$ cat config.mk
export PLATFORM = sky130hd
export DESIGN_NAME = serial_frame_receiver_top_flat
export DESIGN_NICKNAME = d
export VERILOG_FILES = /design/src/rtl/core/sfr_pkg.sv /design/src/rtl/core/sfr_channels.sv /design/src/rtl/core/sfr_cfg_regs.sv /design/src/rtl/core/serial_frame_receiver_top.sv /design/src/flat_wrapper.sv
export SDC_FILE = /design/constraint.sdc
export NUM_CORES = 1
export LEC_CHECK = 0
export BUFFER_PORTS_ARGS = -buffer_cell sky130_fd_sc_hd__buf_4
export CORE_MARGIN = 10
export CORE_UTILIZATION = 39
export CTS_CLUSTER_DIAMETER = 40
export DETAILED_ROUTE_END_ITERATION = 6
export GPL_TIMING_DRIVEN = 1
export HOLD_SLACK_MARGIN = 0.15
export PLACE_DENSITY_LB_ADDON = 0.1
export SYNTH_ARGS = -nofsm -noshare
export SYNTH_HDL_FRONTEND = slang
export SYNTH_SLANG_ARGS = --single-unit
$ cat constraint.sdc
create_clock -name clk -period 4 [get_ports clk]
set_input_delay 1.2 -clock clk [delete_from_list [all_inputs] [get_ports clk]]
set_output_delay 1.2 -clock clk [all_outputs]
set_load 0.01 [all_outputs]
$ cat src/rtl/core/sfr_pkg.sv
`default_nettype none
package sfr_pkg;

  localparam int unsigned BYTE_W    = 8;
  localparam int unsigned ROLE_W    = 2;
  localparam int unsigned APB_ADDR_W = 3;
  localparam int unsigned APB_DATA_W = 32;

  localparam logic [BYTE_W-1:0] START_MARKER_RESET = 8'hAA;
  localparam logic [BYTE_W-1:0] THRESHOLD_RESET    = 8'h00;

  localparam logic REG_START_MARKER = 1'b0;
  localparam logic REG_THRESHOLD    = 1'b1;

  localparam logic [ROLE_W-1:0] ROLE_FUNC = 2'd0;
  localparam logic [ROLE_W-1:0] ROLE_LEN  = 2'd1;
  localparam logic [ROLE_W-1:0] ROLE_DATA = 2'd2;

  typedef struct packed {
    logic [BYTE_W-1:0] start_marker;
    logic [BYTE_W-1:0] function_threshold;
  } cfg_t;

endpackage
`default_nettype wire

$ cat src/rtl/core/sfr_channels.sv
`default_nettype none
interface sfr_rx_if;
  logic                        valid;
  logic                        ready;
  logic [sfr_pkg::BYTE_W-1:0]  rx_byte;
  logic                        line_error;

  modport source (output valid, output rx_byte, output line_error, input ready);
  modport sink   (input valid, input rx_byte, input line_error, output ready);
endinterface

interface sfr_result_if;
  logic                        valid;
  logic                        ready;
  logic [sfr_pkg::BYTE_W-1:0]  data_byte;
  logic [sfr_pkg::ROLE_W-1:0]  byte_role;
  logic                        frame_end;
  logic                        frame_abort;

  modport source (output valid, output data_byte, output byte_role, output frame_end,
                  output frame_abort, input ready);
  modport sink   (input valid, input data_byte, input byte_role, input frame_end,
                  input frame_abort, output ready);
endinterface
`default_nettype wire

$ cat src/rtl/core/sfr_cfg_regs.sv
`default_nettype none
module sfr_cfg_regs (
  input  wire logic                             clk,
  input  wire logic                             rst,
  input  wire logic                             psel,
  input  wire logic                             penable,
  input  wire logic                             pwrite,
  input  wire logic [sfr_pkg::APB_ADDR_W-1:0]   paddr,
  input  wire logic [sfr_pkg::APB_DATA_W-1:0]   pwdata,
  output logic      [sfr_pkg::APB_DATA_W-1:0]   prdata,
  output logic                                  pready,
  output sfr_pkg::cfg_t                         cfg
);
  import sfr_pkg::*;

  logic       wr_en;
  logic       reg_sel;

  assign pready  = 1'b1;
  assign wr_en   = psel && penable && pwrite;
  assign reg_sel = paddr[2];

  always_ff @(posedge clk) begin
    if (rst) begin
      cfg.start_marker       <= START_MARKER_RESET;
      cfg.function_threshold <= THRESHOLD_RESET;
    end else if (wr_en) begin
      unique case (reg_sel)
        REG_START_MARKER: cfg.start_marker       <= pwdata[BYTE_W-1:0];
        REG_THRESHOLD:    cfg.function_threshold <= pwdata[BYTE_W-1:0];
        default:          ;
      endcase
    end
  end

  always_comb begin
    prdata = '0;
    unique case (reg_sel)
      REG_START_MARKER: prdata[BYTE_W-1:0] = cfg.start_marker;
      REG_THRESHOLD:    prdata[BYTE_W-1:0] = cfg.function_threshold;
      default:          prdata = '0;
    endcase
  end

endmodule
`default_nettype wire

$ cat src/rtl/core/serial_frame_receiver_top.sv
// Serial frame receiver: one received byte taken per cycle, back to back, while the result channel is not stalled.
// A result is registered and appears on the result channel in the cycle after its byte is accepted.
// Throughput: one byte per cycle; a single-stage output register is the only
// buffer, so a stalled result holds input ready low until it is taken.
// Synchronous active-high reset: idle phase, no result pending, registers at defaults.
`default_nettype none
module serial_frame_receiver_top (
  input  wire logic                             clk,
  input  wire logic                             rst,
  sfr_rx_if.sink                                rx,
  sfr_result_if.source                          result,
  input  wire logic                             psel,
  input  wire logic                             penable,
  input  wire logic                             pwrite,
  input  wire logic [sfr_pkg::APB_ADDR_W-1:0]   paddr,
  input  wire logic [sfr_pkg::APB_DATA_W-1:0]   pwdata,
  output logic      [sfr_pkg::APB_DATA_W-1:0]   prdata,
  output logic                                  pready
);
  import sfr_pkg::*;

  typedef enum logic [1:0] {
    PH_IDLE,
    PH_FUNC,
    PH_LEN,
    PH_DATA
  } phase_t;

  cfg_t              cfg;
  phase_t            phase, phase_next;
  logic [BYTE_W-1:0] function_code, function_code_next;
  logic [BYTE_W-1:0] expected_length, expected_length_next;
  logic [BYTE_W-1:0] payload_count, payload_count_next;
  logic [BYTE_W-1:0] count_inc;

  logic              accept;
  logic              emit;
  logic [BYTE_W-1:0] emit_byte;
  logic [ROLE_W-1:0] emit_role;
  logic              emit_end;
  logic              emit_abort;

  sfr_cfg_regs u_cfg (
    .clk     (clk),
    .rst     (rst),
    .psel    (psel),
    .penable (penable),
    .pwrite  (pwrite),
    .paddr   (paddr),
    .pwdata  (pwdata),
    .prdata  (prdata),
    .pready  (pready),
    .cfg     (cfg)
  );

  assign rx.ready  = !result.valid || result.ready;
  assign accept    = rx.valid && rx.ready;
  assign count_inc = payload_count + BYTE_W'(1);

  always_comb begin
    phase_next           = phase;
    function_code_next   = function_code;
    expected_length_next = expected_length;
    payload_count_next   = payload_count;
    emit                 = 1'b0;
    emit_byte            = rx.rx_byte;
    emit_role            = ROLE_DATA;
    emit_end             = 1'b0;
    emit_abort           = 1'b0;
    if (rx.line_error) begin
      phase_next           = PH_IDLE;
      expected_length_next = '0;
      payload_count_next   = '0;
      if (phase != PH_IDLE) begin
        emit       = 1'b1;
        emit_byte  = '0;
        emit_role  = ROLE_FUNC;
        emit_abort = 1'b1;
      end
    end else begin
      unique case (phase)
        PH_FUNC: begin
          function_code_next = rx.rx_byte;
          phase_next         = PH_LEN;
          emit               = 1'b1;
          emit_role          = ROLE_FUNC;
        end
        PH_LEN: begin
          emit = 1'b1;
          if (function_code > cfg.function_threshold) begin
            emit_role            = ROLE_LEN;
            expected_length_next = rx.rx_byte;
            payload_count_next   = '0;
            if (rx.rx_byte == '0) begin
              phase_next           = PH_IDLE;
              expected_length_next = '0;
              emit_end             = 1'b1;
            end else begin
              phase_next = PH_DATA;
            end
          end else begin
            phase_next           = PH_IDLE;
            expected_length_next = '0;
            payload_count_next   = '0;
            emit_end             = 1'b1;
          end
        end
        PH_DATA: begin
          emit               = 1'b1;
          payload_count_next = count_inc;
          if (count_inc >= expected_length) begin
            phase_next           = PH_IDLE;
            expected_length_next = '0;
            payload_count_next   = '0;
            emit_end             = 1'b1;
          end
        end
        PH_IDLE: begin
          if (rx.rx_byte == cfg.start_marker) begin
            phase_next           = PH_FUNC;
            expected_length_next = '0;
            payload_count_next   = '0;
          end
        end
        default: phase_next = PH_IDLE;
      endcase
    end
  end

  always_ff @(posedge clk) begin
    if (rst) begin
      phase           <= PH_IDLE;
      function_code   <= '0;
      expected_length <= '0;
      payload_count   <= '0;
      result.valid    <= 1'b0;
    end else begin
      if (accept) begin
        phase           <= phase_next;
        function_code   <= function_code_next;
        expected_length <= expected_length_next;
        payload_count   <= payload_count_next;
      end
      if (accept && emit) begin
        result.valid <= 1'b1;
      end else if (result.ready) begin
        result.valid <= 1'b0;
      end
    end
  end

  always_ff @(posedge clk) begin
    if (accept && emit) begin
      result.data_byte   <= emit_byte;
      result.byte_role   <= emit_role;
      result.frame_end   <= emit_end;
      result.frame_abort <= emit_abort;
    end
  end

endmodule
`default_nettype wire

$ cat src/flat_wrapper.sv
// flat-port wrapper written by rule: the top's interface ports become plain ports
module serial_frame_receiver_top_flat import sfr_pkg::*;
  (clk, rst, psel, penable, pwrite, paddr, pwdata, prdata, pready, rx_valid, rx_rx_byte, rx_line_error, rx_ready, result_valid, result_data_byte, result_byte_role, result_frame_end, result_frame_abort, result_ready);
  sfr_rx_if rx_i ();
  sfr_result_if result_i ();
  input  wire logic clk;
  input  wire logic rst;
  input  wire logic psel;
  input  wire logic penable;
  input  wire logic pwrite;
  input  wire logic [sfr_pkg::APB_ADDR_W-1:0] paddr;
  input  wire logic [sfr_pkg::APB_DATA_W-1:0] pwdata;
  output logic      [sfr_pkg::APB_DATA_W-1:0] prdata;
  output logic pready;
  input wire logic [$bits(rx_i.valid)-1:0] rx_valid;
  input wire logic [$bits(rx_i.rx_byte)-1:0] rx_rx_byte;
  input wire logic [$bits(rx_i.line_error)-1:0] rx_line_error;
  output wire logic [$bits(rx_i.ready)-1:0] rx_ready;
  output wire logic [$bits(result_i.valid)-1:0] result_valid;
  output wire logic [$bits(result_i.data_byte)-1:0] result_data_byte;
  output wire logic [$bits(result_i.byte_role)-1:0] result_byte_role;
  output wire logic [$bits(result_i.frame_end)-1:0] result_frame_end;
  output wire logic [$bits(result_i.frame_abort)-1:0] result_frame_abort;
  input wire logic [$bits(result_i.ready)-1:0] result_ready;
  assign rx_i.valid = rx_valid;
  assign rx_i.rx_byte = rx_rx_byte;
  assign rx_i.line_error = rx_line_error;
  assign rx_ready = rx_i.ready;
  assign result_valid = result_i.valid;
  assign result_data_byte = result_i.data_byte;
  assign result_byte_role = result_i.byte_role;
  assign result_frame_end = result_i.frame_end;
  assign result_frame_abort = result_i.frame_abort;
  assign result_i.ready = result_ready;
  serial_frame_receiver_top u_core (.clk(clk), .rst(rst), .rx(rx_i), .result(result_i), .psel(psel), .penable(penable), .pwrite(pwrite), .paddr(paddr), .pwdata(pwdata), .prdata(prdata), .pready(pready));
endmodule
==> out/qor.csv <==
stage;metric;value;unit
status;outcome;finished, final reports clean;
synth;synth_xor_xnor_area_share;3.97;%
synth;synthArstFlopShare;0;%
flow_run;maxCapViolations;0;
synth;synth_edf_count;12;
global_route;grt_pass1_vias;2291;
clock_tree;cts_tree;built;
synth;synth.avg_cell_area;9.30;um^2
sta;period_share;77.4;%
clock_tree;clkLatencyLatePin;0.31;ns
global_route;antenna_found_initial;0;
synth;syn_area;3090;um^2
worst_setup_path;end_kind;primary output;
synth;synthMuxAreaShare;9.76;%
sta;rsz0062_at_grt;no;
sta;slew_violations;0;
sta;period_needed;3.09;ns
placement;numPortBuffers;46;
synth;synthSimpleGateAreaFrac;17.6;%
sta;max-slew-margin-rel;35.9;%
finish;area.growth.synth_to_final;14.5;%
synth;synth_top_family_by_area;simple AND/OR/NAND/NOR gates;
worst_setup_path;reg2reg_slack;1.25;ns
route;firstDrtPassIters;4;
pwr;power_density;315;nW/um^2
pwr;p_leak;1.50;nW
route;routed_wl;7310;um
clock_tree;clk_pin_slew;0.10;ns
clock_tree;post_cts_buffers;0;
finish;post-route-util;45.8;%
finish;n_antenna_cell;0;
sta;max_freq;323;MHz
finish;layout.cells.non_filler;478;
clock_tree;root_buffer;clkbuf_8;
finish;nets;447;
clock_tree;ctsHoldBuffers;0;
global_route;grt_usage;12.2;%
route;drc;0;
placement;dpl.hpwl;5560;um
clock_tree;cts_buffers;5;
die;die_h;109;um
worst_setup_path;critPathKind;in2out;
route;ant_nets;0;
global_route;grt_max_degree;41;
global_route;grt_first_pass_wirelength;11500;um
pwr;irDropWorstVdd;0.141;mV
sta;setup-tns-final;0;ns
worst_setup_path;worstPathMaxFanout;11;
min_path;min_path_type;reg2reg;
clock_tree;cts_sinks;55;
worst_setup_path;critPathRequiredTime;2.80;ns
die;dieArea;11900;um^2
clock_tree;h-tree-depth;2;
clock_tree;clockBufferDepth;2;
synth;synth_compound_area_share;10.0;%
route;vias;2272;
global_route;grt_overflow_total;0;
die;die_w;109;um
synth;synth_ff_type;dfxtp_1;
synth;synth-seq-cells;55;
die;pin_count;98;
die;rows;32;
route;viasPerCell;4.75;
placement;post-place-cells;470;
die;start_util;40.0;%
finish;drive_above_1_share;18.9;%
synth;synth_cells;332;
placement;place_congestion;0.777;
synth;ys_seq_area_share;39.5;%
sta;finalSetupViolations;0;
worst_setup_path;start_kind;input port;
clock_tree;post_cts_resized;0;
sta;worst_pin_slew;0.958;ns
sta;hold_viol;0;
worst_setup_path;arrival;1.89;ns
synth;synth_cell_types;40;
synth;yosys.area_share.adder;8.51;%
synth;yosys_warnings;0;
die;core;7730;um^2
route;wl_per_cell;15.3;um
route;drt_iter0_markers;90;
sta;fin_worst_skew;0.00876;ns
[cell type report]
type | instances | area, um^2
repair buffers | 47 | 353
fillers | 794 | 4190
clock inverters | 2 | 35.0
multi-input cells | 244 | 1640
flip-flops and latches | 55 | 1220
well taps | 102 | 128
inverters | 22 | 82.6
clock buffers | 6 | 82.6
[per-layer routing]
metal / routed length, um / vias up / GRT usage (%)
met4: 97 / 0 / 4.05
met1: 3270 / 1040 / 14.9
li1: - / 1173 / -
met5: 0 / - / 0
met3: 396 / 7 / 3.36
met2: 3540 / 52 / 20.3
[synthesized netlist by cell type, types with 7 or more instances]
master	n	area [um^2]
mux2_2	9	101
nor2_1	23	86.3
buf_4	25	188
xnor2_1	13	114
dfxtp_1	43	861
edfxtp_1	12	360
nand3_1	9	45.0
inv_1	22	82.6
and2_1	7	43.8
nand2b_1	12	75.1
mux2i_1	20	200
ha_1	21	263
a21oi_1	17	85.1
nand4_1	7	43.8
nor2b_1	7	43.8
nand2_1	30	113
[sequential cells by signal, indices dropped and copies added (netlist names)]
name / count
u_core.expected_length: 8
u_core.function_code: 8
u_core.payload_count: 8
u_core.phase: 2
u_core.result.byte_role: 2
u_core.result.data_byte: 8
u_core.result.frame_abort: 1
u_core.result.frame_end: 1
u_core.result.valid: 1
u_core.u_cfg.cfg: 16
[worst max-delay path: stages]
cell    delay (ns)
buf_4         0.17
mux2_2        0.37
buf_4         0.15
[kinds of logic (layout without fill, tap and decap cells)]
| group | Yosys count | after routing |
|---|---|---|
| compound gates | 46 | 46 |
| xor+xnor | 14 | 14 |
| fa+ha+maj | 21 | 21 |
| buf+inv | 56 | 77 |
| flops | 55 | 55 |
| mux | 29 | 29 |
| other cells | 2 | 25 |
| simple gates | 109 | 109 |
[path summary, 6_finish.rpt]
kind                                start                       to  cells past startpoint
setup / recovery                 paddr[2]                prdata[4]                      3
hold / removal        u_core.u_cfg.cfg[5]      u_core.u_cfg.cfg[5]                      2
setup reg to reg  u_core.payload_count[0]  u_core.payload_count[4]                     11
hold reg to reg       u_core.u_cfg.cfg[5]      u_core.u_cfg.cfg[5]                      2
[stage by stage]
stage                     setup slack (ns)  total power [mW]  instance area, um^2  hold slack (ns)
after detailed placement             0.903             0.735                 3420            0.464
after global placement               0.899             0.735                 3420            0.455
after floorplan                      0.897             0.697                 3180            0.446
after global routing                 0.883              1.17                 3540            0.500
final                                0.905              1.11                 3540            0.477
after CTS                            0.901              1.13                 3540            0.478
[placed cells by master, fill, tap and decap left out, types with 9 or more instances in the layout]
cell,n
nand2b_1,12
dfxtp_1,43
nor2_1,23
a21oi_1,17
nand2_1,30
mux2_2,9
inv_1,22
ha_1,21
nand3_1,9
buf_4,47
edfxtp_1,12
xnor2_1,13
conb_1,25
mux2i_1,20
[power by group]
part | switching (mW) | total [mW] | internal [mW] | leakage (nW)
combinational | 0.0800 | 0.140 | 0.0600 | 0.986
sequential | 0.00570 | 0.583 | 0.577 | 0.457
clock | 0.187 | 0.390 | 0.203 | 0.0612
total | 0.273 | 1.11 | 0.840 | 1.50
No activity file was read; power rests on OpenSTA's default activity.
